## config.mk

```make
export PLATFORM = sky130hd
export DESIGN_NAME = climb_rate_window_trigger_core
export DESIGN_NICKNAME = d
export VERILOG_FILES = /design/src/rtl/crwt_pkg.sv /design/src/rtl/crwt_ctrl.sv /design/src/rtl/crwt_dpath.sv /design/src/rtl/climb_rate_window_trigger_core.sv
export SDC_FILE = /design/constraint.sdc
export NUM_CORES = 1
export LEC_CHECK = 0
export ABC_CLOCK_PERIOD_IN_PS = 10120
export BUFFER_PORTS_ARGS = -buffer_cell sky130_fd_sc_hd__buf_4
export CORE_ASPECT_RATIO = 1.5
export CORE_MARGIN = 2
export CORE_UTILIZATION = 59
export CTS_BUF_LIST = sky130_fd_sc_hd__clkbuf_16
export CTS_CLUSTER_DIAMETER = 40
export CTS_CLUSTER_SIZE = 10
export DETAILED_ROUTE_END_ITERATION = 10
export PLACE_DENSITY = 0.78
export SLEW_MARGIN = 10
export SYNTH_ARGS = -nofsm -noshare
export SYNTH_HDL_FRONTEND = slang
export SYNTH_HIERARCHICAL = 1
export SYNTH_SLANG_ARGS = --single-unit
```

## constraint.sdc

```tcl
create_clock -name clk -period 10.12 [get_ports clk]
set_input_delay 0 -clock clk [delete_from_list [all_inputs] [get_ports clk]]
set_output_delay 0 -clock clk [all_outputs]
set_load 0.1 [all_outputs]
```

## src/rtl/crwt_pkg.sv

```systemverilog
package crwt_pkg;

  // Ring geometry
  localparam int DEPTH  = 8;
  localparam int SLOT_W = $clog2(DEPTH);

  // Field widths
  localparam int H_W    = 16;
  localparam int T_W    = 32;
  localparam int RATE_W = 16;

  // Rate scaling and the divisor used for a zero time difference
  localparam int RATE_SCALE = 1000;
  localparam int ZERO_DT    = 1000;

  // Shared divider: dividend holds dh * 1000, divisor holds a 16-bit dt
  localparam int DVD_W     = 26;
  localparam int DIV_W     = 16;
  localparam int DIV_STEPS = DVD_W;
  localparam int CNT_W     = $clog2(DIV_STEPS);

  // Stream widths
  localparam int IN_TDATA_W  = 56;
  localparam int OUT_TDATA_W = 24;

  // Configuration register indexes
  localparam int CFG_ADDR_W = 2;
  localparam logic [CFG_ADDR_W-1:0] CFG_HEIGHT_LOW  = 2'd0;
  localparam logic [CFG_ADDR_W-1:0] CFG_HEIGHT_HIGH = 2'd1;
  localparam logic [CFG_ADDR_W-1:0] CFG_RATE_LOW    = 2'd2;
  localparam logic [CFG_ADDR_W-1:0] CFG_RATE_HIGH   = 2'd3;

  // Controller states
  typedef enum logic [3:0] {
    ST_IDLE,
    ST_RD0,
    ST_LD0,
    ST_PAIR,
    ST_DIV,
    ST_ACC,
    ST_FIN
  } state_t;

  // Commands from the controller to the datapath
  typedef struct packed {
    logic capture;
    logic rd_en;
    logic rd_first;
    logic prev_load;
    logic pair_load;
    logic div_step;
    logic acc;
    logic out_load;
  } cmd_t;

  // Status from the datapath to the controller
  typedef struct packed {
    logic div_last;
    logic pair_last;
  } sts_t;

endpackage

```

## src/rtl/crwt_ctrl.sv

```systemverilog
module crwt_ctrl (
  input  logic            clk,
  input  logic            rst_n,
  input  logic            in_tvalid,
  output logic            in_tready,
  output logic            out_tvalid,
  input  logic            out_tready,
  input  crwt_pkg::sts_t  sts,
  output crwt_pkg::cmd_t  cmd
);
  import crwt_pkg::*;

  state_t state_r, state_nxt;
  logic   out_valid_r, out_valid_nxt;
  logic   in_acc;

  assign in_tready  = (state_r == ST_IDLE);
  assign in_acc     = in_tvalid && in_tready;
  assign out_tvalid = out_valid_r;

  // Next state
  always_comb begin
    state_nxt = state_r;
    case (state_r)
      ST_IDLE:    if (in_acc) state_nxt = ST_RD0;
      ST_RD0:     state_nxt = ST_LD0;
      ST_LD0:     state_nxt = ST_PAIR;
      ST_PAIR:    state_nxt = ST_DIV;
      ST_DIV:     if (sts.div_last) state_nxt = ST_ACC;
      ST_ACC:     state_nxt = sts.pair_last ? ST_FIN : ST_PAIR;
      ST_FIN:     if (!out_valid_r || out_tready) state_nxt = ST_IDLE;
      default:    state_nxt = ST_IDLE;
    endcase
  end

  // Command outputs
  always_comb begin
    cmd = '0;
    case (state_r)
      ST_IDLE:    cmd.capture = in_acc;
      ST_RD0: begin
        cmd.rd_en    = 1'b1;
        cmd.rd_first = 1'b1;
      end
      ST_LD0: begin
        cmd.prev_load = 1'b1;
        cmd.rd_en     = 1'b1;
      end
      ST_PAIR: begin
        cmd.pair_load = 1'b1;
        cmd.prev_load = 1'b1;
      end
      ST_DIV:     cmd.div_step = 1'b1;
      ST_ACC: begin
        cmd.acc   = 1'b1;
        cmd.rd_en = !sts.pair_last;
      end
      ST_FIN:     cmd.out_load = !out_valid_r || out_tready;
      default:    cmd = '0;
    endcase
  end

  // Result valid flag: set on load, cleared when the receiver takes it
  always_comb begin
    out_valid_nxt = out_valid_r;
    if (cmd.out_load) begin
      out_valid_nxt = 1'b1;
    end else if (out_tready) begin
      out_valid_nxt = 1'b0;
    end
  end

  always_ff @(posedge clk) begin
    if (!rst_n) begin
      state_r     <= ST_IDLE;
      out_valid_r <= 1'b0;
    end else begin
      state_r     <= state_nxt;
      out_valid_r <= out_valid_nxt;
    end
  end

  // A new result never overwrites one that the receiver has not taken.
  a_no_overwrite: assert property (@(posedge clk) disable iff (!rst_n)
    cmd.out_load |-> (!out_valid_r || out_tready))
    else $error("result loaded over a pending result");

  // Only one request is in work at a time.
  a_one_item: assert property (@(posedge clk) disable iff (!rst_n)
    in_acc |=> !in_tready)
    else $error("second request accepted while busy");

  // A result only appears from the finish step.
  a_valid_source: assert property (@(posedge clk) disable iff (!rst_n)
    $rose(out_valid_r) |-> ($past(state_r) == ST_FIN))
    else $error("result valid raised outside the finish step");

endmodule

```

## src/rtl/crwt_dpath.sv

```systemverilog
module crwt_dpath (
  input  logic                                 clk,
  input  logic                                 rst_n,
  input  crwt_pkg::cmd_t                       cmd,
  output crwt_pkg::sts_t                       sts,
  input  logic signed [crwt_pkg::H_W-1:0]      sample_height,
  input  logic [crwt_pkg::T_W-1:0]             sample_time,
  input  logic                                 in_flight,
  input  logic                                 cfg_we,
  input  logic [crwt_pkg::CFG_ADDR_W-1:0]      cfg_addr,
  input  logic [crwt_pkg::RATE_W-1:0]          cfg_wdata,
  output logic                                 fire,
  output logic [crwt_pkg::RATE_W-1:0]          rate_average
);
  import crwt_pkg::*;

  // Configuration registers
  logic signed [H_W-1:0] hlo_r, hhi_r;
  logic [RATE_W-1:0]     rlo_r, rhi_r;

  always_ff @(posedge clk) begin
    if (!rst_n) begin
      hlo_r <= '0;
      hhi_r <= 16'sh7FFF;
      rlo_r <= '0;
      rhi_r <= 16'hFFFF;
    end else if (cfg_we) begin
      case (cfg_addr)
        CFG_HEIGHT_LOW:  hlo_r <= cfg_wdata;
        CFG_HEIGHT_HIGH: hhi_r <= cfg_wdata;
        CFG_RATE_LOW:    rlo_r <= cfg_wdata;
        CFG_RATE_HIGH:   rhi_r <= cfg_wdata;
        default: ;
      endcase
    end
  end

  // Write slot and captured sample
  logic [SLOT_W-1:0]     wslot_r, wslot_nxt;
  logic signed [H_W-1:0] h_r;
  logic                  flying_r;

  assign wslot_nxt = (wslot_r == SLOT_W'(DEPTH - 1)) ? '0 : SLOT_W'(wslot_r + 1'b1);

  always_ff @(posedge clk) begin
    if (!rst_n) begin
      wslot_r <= '0;
    end else if (cmd.capture) begin
      wslot_r <= wslot_nxt;
    end
  end

  always_ff @(posedge clk) begin
    if (cmd.capture) begin
      h_r      <= sample_height;
      flying_r <= in_flight;
    end
  end

  // Sample ring: one write port, one registered read port.
  // Entries never written read as zero through their valid bits.
  logic [H_W-1:0]    hmem [DEPTH];
  logic [T_W-1:0]    tmem [DEPTH];
  logic [DEPTH-1:0]  valid_r;
  logic [SLOT_W-1:0] rd_addr_r, rd_addr_sel;
  logic [H_W-1:0]    rd_h_r;
  logic [T_W-1:0]    rd_t_r;
  logic              rd_v_r;

  assign rd_addr_sel = cmd.rd_first ? '0 : SLOT_W'(rd_addr_r + 1'b1);

  always_ff @(posedge clk) begin
    if (cmd.capture) begin
      hmem[wslot_nxt] <= sample_height;
      tmem[wslot_nxt] <= sample_time;
    end
    if (cmd.rd_en) begin
      rd_h_r    <= hmem[rd_addr_sel];
      rd_t_r    <= tmem[rd_addr_sel];
      rd_addr_r <= rd_addr_sel;
    end
  end

  always_ff @(posedge clk) begin
    if (!rst_n) begin
      valid_r <= '0;
      rd_v_r  <= 1'b0;
    end else begin
      if (cmd.capture) valid_r[wslot_nxt] <= 1'b1;
      if (cmd.rd_en)   rd_v_r <= valid_r[rd_addr_sel];
    end
  end

  logic [H_W-1:0] cur_h;
  logic [T_W-1:0] cur_t;

  assign cur_h = rd_v_r ? rd_h_r : '0;
  assign cur_t = rd_v_r ? rd_t_r : '0;

  // Lower slot of the current pair
  logic [H_W-1:0] prev_h_r;
  logic [T_W-1:0] prev_t_r;

  always_ff @(posedge clk) begin
    if (cmd.prev_load) begin
      prev_h_r <= cur_h;
      prev_t_r <= cur_t;
    end
  end

  // Pair differences: 16-bit time magnitude and height magnitude
  logic [T_W-1:0]      diff_ab, diff_ba;
  logic [DIV_W-1:0]    dt16, dt_eff;
  logic signed [H_W:0] hd;
  logic [H_W:0]        hd_abs;
  logic [H_W-1:0]      dh;

  assign diff_ab = prev_t_r - cur_t;
  assign diff_ba = cur_t - prev_t_r;
  assign dt16    = (prev_t_r > cur_t) ? diff_ab[DIV_W-1:0] : diff_ba[DIV_W-1:0];
  assign dt_eff  = (dt16 == '0) ? DIV_W'(ZERO_DT) : dt16;
  assign hd      = {prev_h_r[H_W-1], prev_h_r} - {cur_h[H_W-1], cur_h};
  assign hd_abs  = hd[H_W] ? (H_W+1)'(-hd) : hd;
  assign dh      = hd_abs[H_W-1:0];

  // Restoring divider, one quotient bit per cycle
  logic [DVD_W-1:0] quo_r;
  logic [DIV_W-1:0] rem_r;
  logic [DIV_W-1:0] div_r;
  logic [CNT_W-1:0] cnt_r;
  logic [DIV_W:0]   rem_sh, rem_sub;
  logic             rem_ge;

  assign rem_sh  = {rem_r, quo_r[DVD_W-1]};
  assign rem_ge  = rem_sh >= {1'b0, div_r};
  assign rem_sub = rem_sh - {1'b0, div_r};

  always_ff @(posedge clk) begin
    if (cmd.pair_load) begin
      quo_r <= DVD_W'(dh) * DVD_W'(RATE_SCALE);
      rem_r <= '0;
      div_r <= dt_eff;
      cnt_r <= '0;
    end else if (cmd.div_step) begin
      quo_r <= {quo_r[DVD_W-2:0], rem_ge};
      rem_r <= rem_ge ? rem_sub[DIV_W-1:0] : rem_sh[DIV_W-1:0];
      cnt_r <= CNT_W'(cnt_r + 1'b1);
    end
  end

  assign sts.div_last  = (cnt_r == CNT_W'(DIV_STEPS - 1));
  assign sts.pair_last = (rd_addr_r == SLOT_W'(DEPTH - 2));

  // Saturating rate and running sum
  logic [RATE_W-1:0] sum_r;
  logic [RATE_W-1:0] qsat;
  logic [RATE_W:0]   sum_add;

  assign qsat    = (|quo_r[DVD_W-1:RATE_W]) ? '1 : quo_r[RATE_W-1:0];
  assign sum_add = {1'b0, sum_r} + {1'b0, qsat};

  always_ff @(posedge clk) begin
    if (cmd.capture) begin
      sum_r <= '0;
    end else if (cmd.acc) begin
      sum_r <= sum_add[RATE_W] ? '1 : sum_add[RATE_W-1:0];
    end
  end

  // Window compare and result register.
  // The ring depth is a power of two, so the average is a shift of the sum.
  logic [RATE_W-1:0] avg;
  logic              fire_nxt;

  assign avg      = RATE_W'(sum_r / DEPTH);
  assign fire_nxt = flying_r && (h_r > hlo_r) && (h_r < hhi_r)
                    && (avg > rlo_r) && (avg < rhi_r);

  always_ff @(posedge clk) begin
    if (cmd.out_load) begin
      fire         <= fire_nxt;
      rate_average <= avg;
    end
  end

  // The zero-difference substitution keeps every rate divisor nonzero.
  a_div_nonzero: assert property (@(posedge clk) disable iff (!rst_n)
    cmd.pair_load |=> (div_r != '0))
    else $error("rate division started with a zero divisor");

  // The running sum never falls while the pair rates accumulate.
  a_sum_rises: assert property (@(posedge clk) disable iff (!rst_n)
    cmd.acc |=> (sum_r >= $past(sum_r)))
    else $error("running rate sum decreased");

  // The pair sweep never reads past the last slot.
  a_rd_in_ring: assert property (@(posedge clk) disable iff (!rst_n)
    (cmd.rd_en && !cmd.rd_first) |-> (rd_addr_r < SLOT_W'(DEPTH - 1)))
    else $error("ring read beyond the last slot");

endmodule

```

## src/rtl/climb_rate_window_trigger_core.sv

```systemverilog
// Climb rate window trigger.
// Input stream: one request per sample (height, millisecond time stamp,
// in-flight flag). The sample goes into an eight-slot ring; the block then
// walks the adjacent slot pairs, forms dh * 1000 / dt for each with a
// shared one-bit-per-cycle divider and sums the saturated rates. The sum
// is divided by the ring depth with a shift, as the depth is a power of two.
// Output stream: one result per request with the fire level and the
// averaged rate. Configuration writes set the height and rate windows.
// One request is in work at a time: the block takes no new request
// until the current one has left the finish step, and most of that
// time goes to the pair divisions.
// Reset clears the ring to zeros, the write slot and the windows to their
// defaults. While the receiver stalls, a finished result waits in the output
// register; the block still takes the next request and holds that request's
// result until the earlier one has been taken.
module climb_rate_window_trigger_core (
  input  logic                                   clk,
  input  logic                                   rst_n,
  input  logic                                   in_tvalid,
  output logic                                   in_tready,
  // [15:0] sample_height, [47:16] sample_time, [48] in_flight, rest zero
  input  logic [crwt_pkg::IN_TDATA_W-1:0]        in_tdata,
  output logic                                   out_tvalid,
  input  logic                                   out_tready,
  // [0] fire, [16:1] rate_average, rest zero
  output logic [crwt_pkg::OUT_TDATA_W-1:0]       out_tdata,
  input  logic                                   cfg_we,
  input  logic [crwt_pkg::CFG_ADDR_W-1:0]        cfg_addr,
  input  logic [crwt_pkg::RATE_W-1:0]            cfg_wdata
);
  import crwt_pkg::*;

  cmd_t              cmd;
  sts_t              sts;
  logic              fire;
  logic [RATE_W-1:0] rate_average;

  crwt_ctrl u_ctrl (
    .clk        (clk),
    .rst_n      (rst_n),
    .in_tvalid  (in_tvalid),
    .in_tready  (in_tready),
    .out_tvalid (out_tvalid),
    .out_tready (out_tready),
    .sts        (sts),
    .cmd        (cmd)
  );

  crwt_dpath u_dpath (
    .clk           (clk),
    .rst_n         (rst_n),
    .cmd           (cmd),
    .sts           (sts),
    .sample_height (in_tdata[H_W-1:0]),
    .sample_time   (in_tdata[H_W+T_W-1:H_W]),
    .in_flight     (in_tdata[H_W+T_W]),
    .cfg_we        (cfg_we),
    .cfg_addr      (cfg_addr),
    .cfg_wdata     (cfg_wdata),
    .fire          (fire),
    .rate_average  (rate_average)
  );

  assign out_tdata = {(OUT_TDATA_W - RATE_W - 1)'(0), rate_average, fire};

endmodule

```

==> results.md <==
* Worst-Skew Late Latency at 640 ps
* DP HPWL at 46.7 mm
* CTS tree: built
* Outcome: finished clean
* Tightest Hold Check Type: in2reg
* Fmax at roughly 120 MHz
* Prevailing post-synth register cell: edfxtp_1
* Fillers at ~3800
* Total Neg Setup Slack at 0 ps
* Hold wc startpoint: in_tdata[48]
* Resized cells post-CTS at 0
* CP max stage delay at 760 ps
* Worst EP required at 10490 ps
* Syn Inst Count at 2919
* Seq/Total Area, Yosys at between 50% and 60%
* Mapped cell area at roughly 0.033 sq mm
* Initial DRC count at 1618
* Clock skew at 32.6 ps
* Max_cap viols at 0
* Die width at 198 um
* FF-to-FF End: u_dpath/quo_r[25]
* Area after DPL at ~0.035 sq mm
* Largest net degree at the start of global routing at 86
* Final Util at roughly two thirds
* Slew HR at 24.5%
* Buffers added on ports at 87
* Drt first pass iters at 5
* Min Tclk post-route at 8500 ps
* Die area at 0.0586 sq mm
* Synth warnings at 6
* Layout cells sized above 1 at a little under a tenth
* Core box area at 0.0558 sq mm
* H-tree Lvls at 3
* Initial antenna violation count at 0
* Vias in the first global route at 24067
* Cell repeated most along the worst path: fa_1
* Final ANT Viol Nets at 0
* Worst Hold End: u_dpath/flying_r
* Endpoints failing setup at 0
* CP Max Fanout at 44
* Post-route worst setup slack at 1620 ps
* Reg clk slew, reported paths at 60 ps
* Setup crit start kind: flip-flop
* Core Rows at 106
* Setup slack, reg-to-reg at around 1600 ps
* Vias per cell at between 5 and 6
* Critical-path top delay cell: xor2_1
* Max-slew violation count at 0
* CTS root buf: clkbuf_16
* NumNets Final at 3396
* Num Clock Sinks at 673
* Final worst-path cycle share at 84.0%
* Ys async rst share at 0%
* Fin. Hold Viols at 0
* DRC viols at 0
* Setup Fix Bufs, Post-CTS at 0
* Cell count of the worst reg-to-reg path at 26
* Critical path data arrival time at 8870 ps
* CTS Buffer Depth at 3
* Starting Density at about three fifths
* GRT Overall Usage at 26.6%
* Cts bufs inserted at between 80 and 90
* Gpl congestion at 0.880
* Overflow after GRT at 0
* Worst slew pin tran at 1130 ps
* Worst Hold Path Cells at 2
* Syn_area_per_cell at ~11 sq um
* Drt wl/cell at 19.7 um
* Cts-stage hold buffer count at 81
* Setup crit end kind: flip-flop
* Critical Setup Path Class: reg2reg
* Final Cell Area at 0.0381 sq mm
* Top-Level Pins at 105
* Yosys cell types at 85
* Number of flops mapped to enable cells by yosys at 553
* Drt total wl at ~76 mm
* First-pass GRT wire length at approximately 120 mm
* Via count at 22812
* R2R Path Start: u_dpath/rd_v_r
* RSZ-0062 raised after global routing: no
* Placement-stage worst setup slack at 1720 ps
* Area growth, synth to finish at 13.8%
* #FFs+latches synth at 673
* Die Ht at 296 um
how the worst max path moves through the flow:
stage	start	end	depth (start not counted)
3_5_place_dp	u_dpath/rd_v_r	u_dpath/quo_r[25]	26
3_3_place_gp	u_dpath/rd_v_r	u_dpath/quo_r[25]	26
5_1_grt	u_dpath/rd_v_r	u_dpath/quo_r[25]	26
6_report	u_dpath/rd_v_r	u_dpath/quo_r[25]	26
4_1_cts	u_dpath/rd_v_r	u_dpath/quo_r[25]	26
2_1_floorplan	u_dpath/rd_v_r	u_dpath/quo_r[25]	29
kinds of logic after synthesis:
| kind of cell | share of synthesized area [%] |
|---|---|
| buf+inv | 4.37 |
| compound gates | 10.8 |
| fa+ha+maj | 10.6 |
| mux | 2.72 |
| flops | 56.8 |
| xor+xnor | 2.67 |
| other cells | 0.0225 |
| simple gates | 11.9 |
layout by cell type (no fill, tap or decap), drive strengths merged, types with 8 or more instances in the layout:
cell         netlist  layout
edfxtp           553     553
a21boi            40      40
a22o              20      20
ha               205     205
clkinv             1      20
mux4               8       8
o21ai            228     228
buf               40     111
fa                48      48
dfxtp            120     120
or2               28      28
mux2i             73      73
xnor2             62      62
nor2b             31      31
o21a              29      29
nand2            423     423
a31oi              8       8
a21o              48      48
nor2              94      94
nor3              19      19
nand2b            30      30
dlygate4sd3        0      81
o211ai            32      32
inv              224     249
a211o              8       8
xor2              40      40
a211oi            31      31
clkbuf           101      86
nand4             19      19
a21oi             74      74
conb               2      10
nand3            175     175
layout make-up:
type                       instances  area (sq um)  area share (%)
sequential                       673         19000            50.0
multi-input combinational       1888         13100            34.4
clock buffer                      86          2150            5.66
timing repair buffer             192          1640            4.32
tap                              756           946            2.49
inverter                         225           847            2.23
clock inverter                    46           374           0.983
antenna                            1          2.50         0.00658
stage by stage:
stage | hold slack, ps | std cells
after global placement | 195 | 3653
after global routing | 86.0 | 3866
after floorplan | 98.9 | 2927
after detailed placement | 196 | 3653
after CTS | 59.6 | 3866
final | 93.8 | 3867
synthesized netlist by cell type, types with 7 or more instances:
cell type,n,area [sq um]
nand3_1,175,876
a31oi_1,8,50.1
a21o_1,48,360
nor3_1,18,90.1
mux4_2,8,180
o21a_1,29,218
nand2b_1,29,181
clkbuf_1,101,379
o211ai_1,31,233
nor2b_1,30,188
nand2_1,423,1590
xor2_1,40,350
a211oi_1,31,233
inv_1,220,826
a22o_1,20,175
buf_1,17,63.8
fa_1,48,961
o21ai_1,9,45.0
or2_2,26,163
nand4_1,19,119
ha_1,205,2560
mux2i_1,73,731
a211o_1,7,61.3
nor2_1,94,353
buf_4,13,97.6
xnor2_1,62,543
dfxtp_1,120,2400
a21boi_0,39,293
o21ai_0,219,1100
edfxtp_1,553,16600
or3_1,7,43.8
a21oi_1,73,365
flip-flops by register name (all words and copies together) (netlist names), 3 cells and up:
| signal | count |
|---|---|
| u_dpath/quo_r | 26 |
| u_dpath/hmem | 128 |
| u_dpath/valid_r | 8 |
| u_dpath/hhi_r | 16 |
| u_dpath/sum_r | 16 |
| u_dpath/rate_average | 13 |
| u_dpath/tmem | 256 |
| u_dpath/rhi_r | 16 |
| u_ctrl/state_r | 3 |
| u_dpath/rd_t_r | 32 |
| u_dpath/rlo_r | 16 |
| u_dpath/wslot_r | 3 |
| u_dpath/prev_h_r | 16 |
| u_dpath/div_r | 16 |
| u_dpath/hlo_r | 16 |
| u_dpath/h_r | 16 |
| u_dpath/cnt_r | 5 |
| u_dpath/rem_r | 16 |
| u_dpath/rd_addr_r | 3 |
| u_dpath/rd_h_r | 16 |
| u_dpath/prev_t_r | 32 |
worst max-delay path, delay by kind of cell (launching register included):
| kind | cells | cell delay, ps |
|---|---|---|
| compound gates | 10 | 2510 |
| xor+xnor | 2 | 840 |
| fa+ha+maj | 6 | 2830 |
| buf+inv | 4 | 830 |
| flops | 1 | 420 |
| simple gates | 4 | 790 |
routing by layer:
metal	wire length, um	global-route usage (%)
met5	0	0
met4	2780	13.0
met3	4710	3.95
met2	40700	49.2
met1	28100	29.6
Power is left out: the tool's default activity adds up to more than one toggle a clock period on the data nets, which glitch-free logic cannot reach.
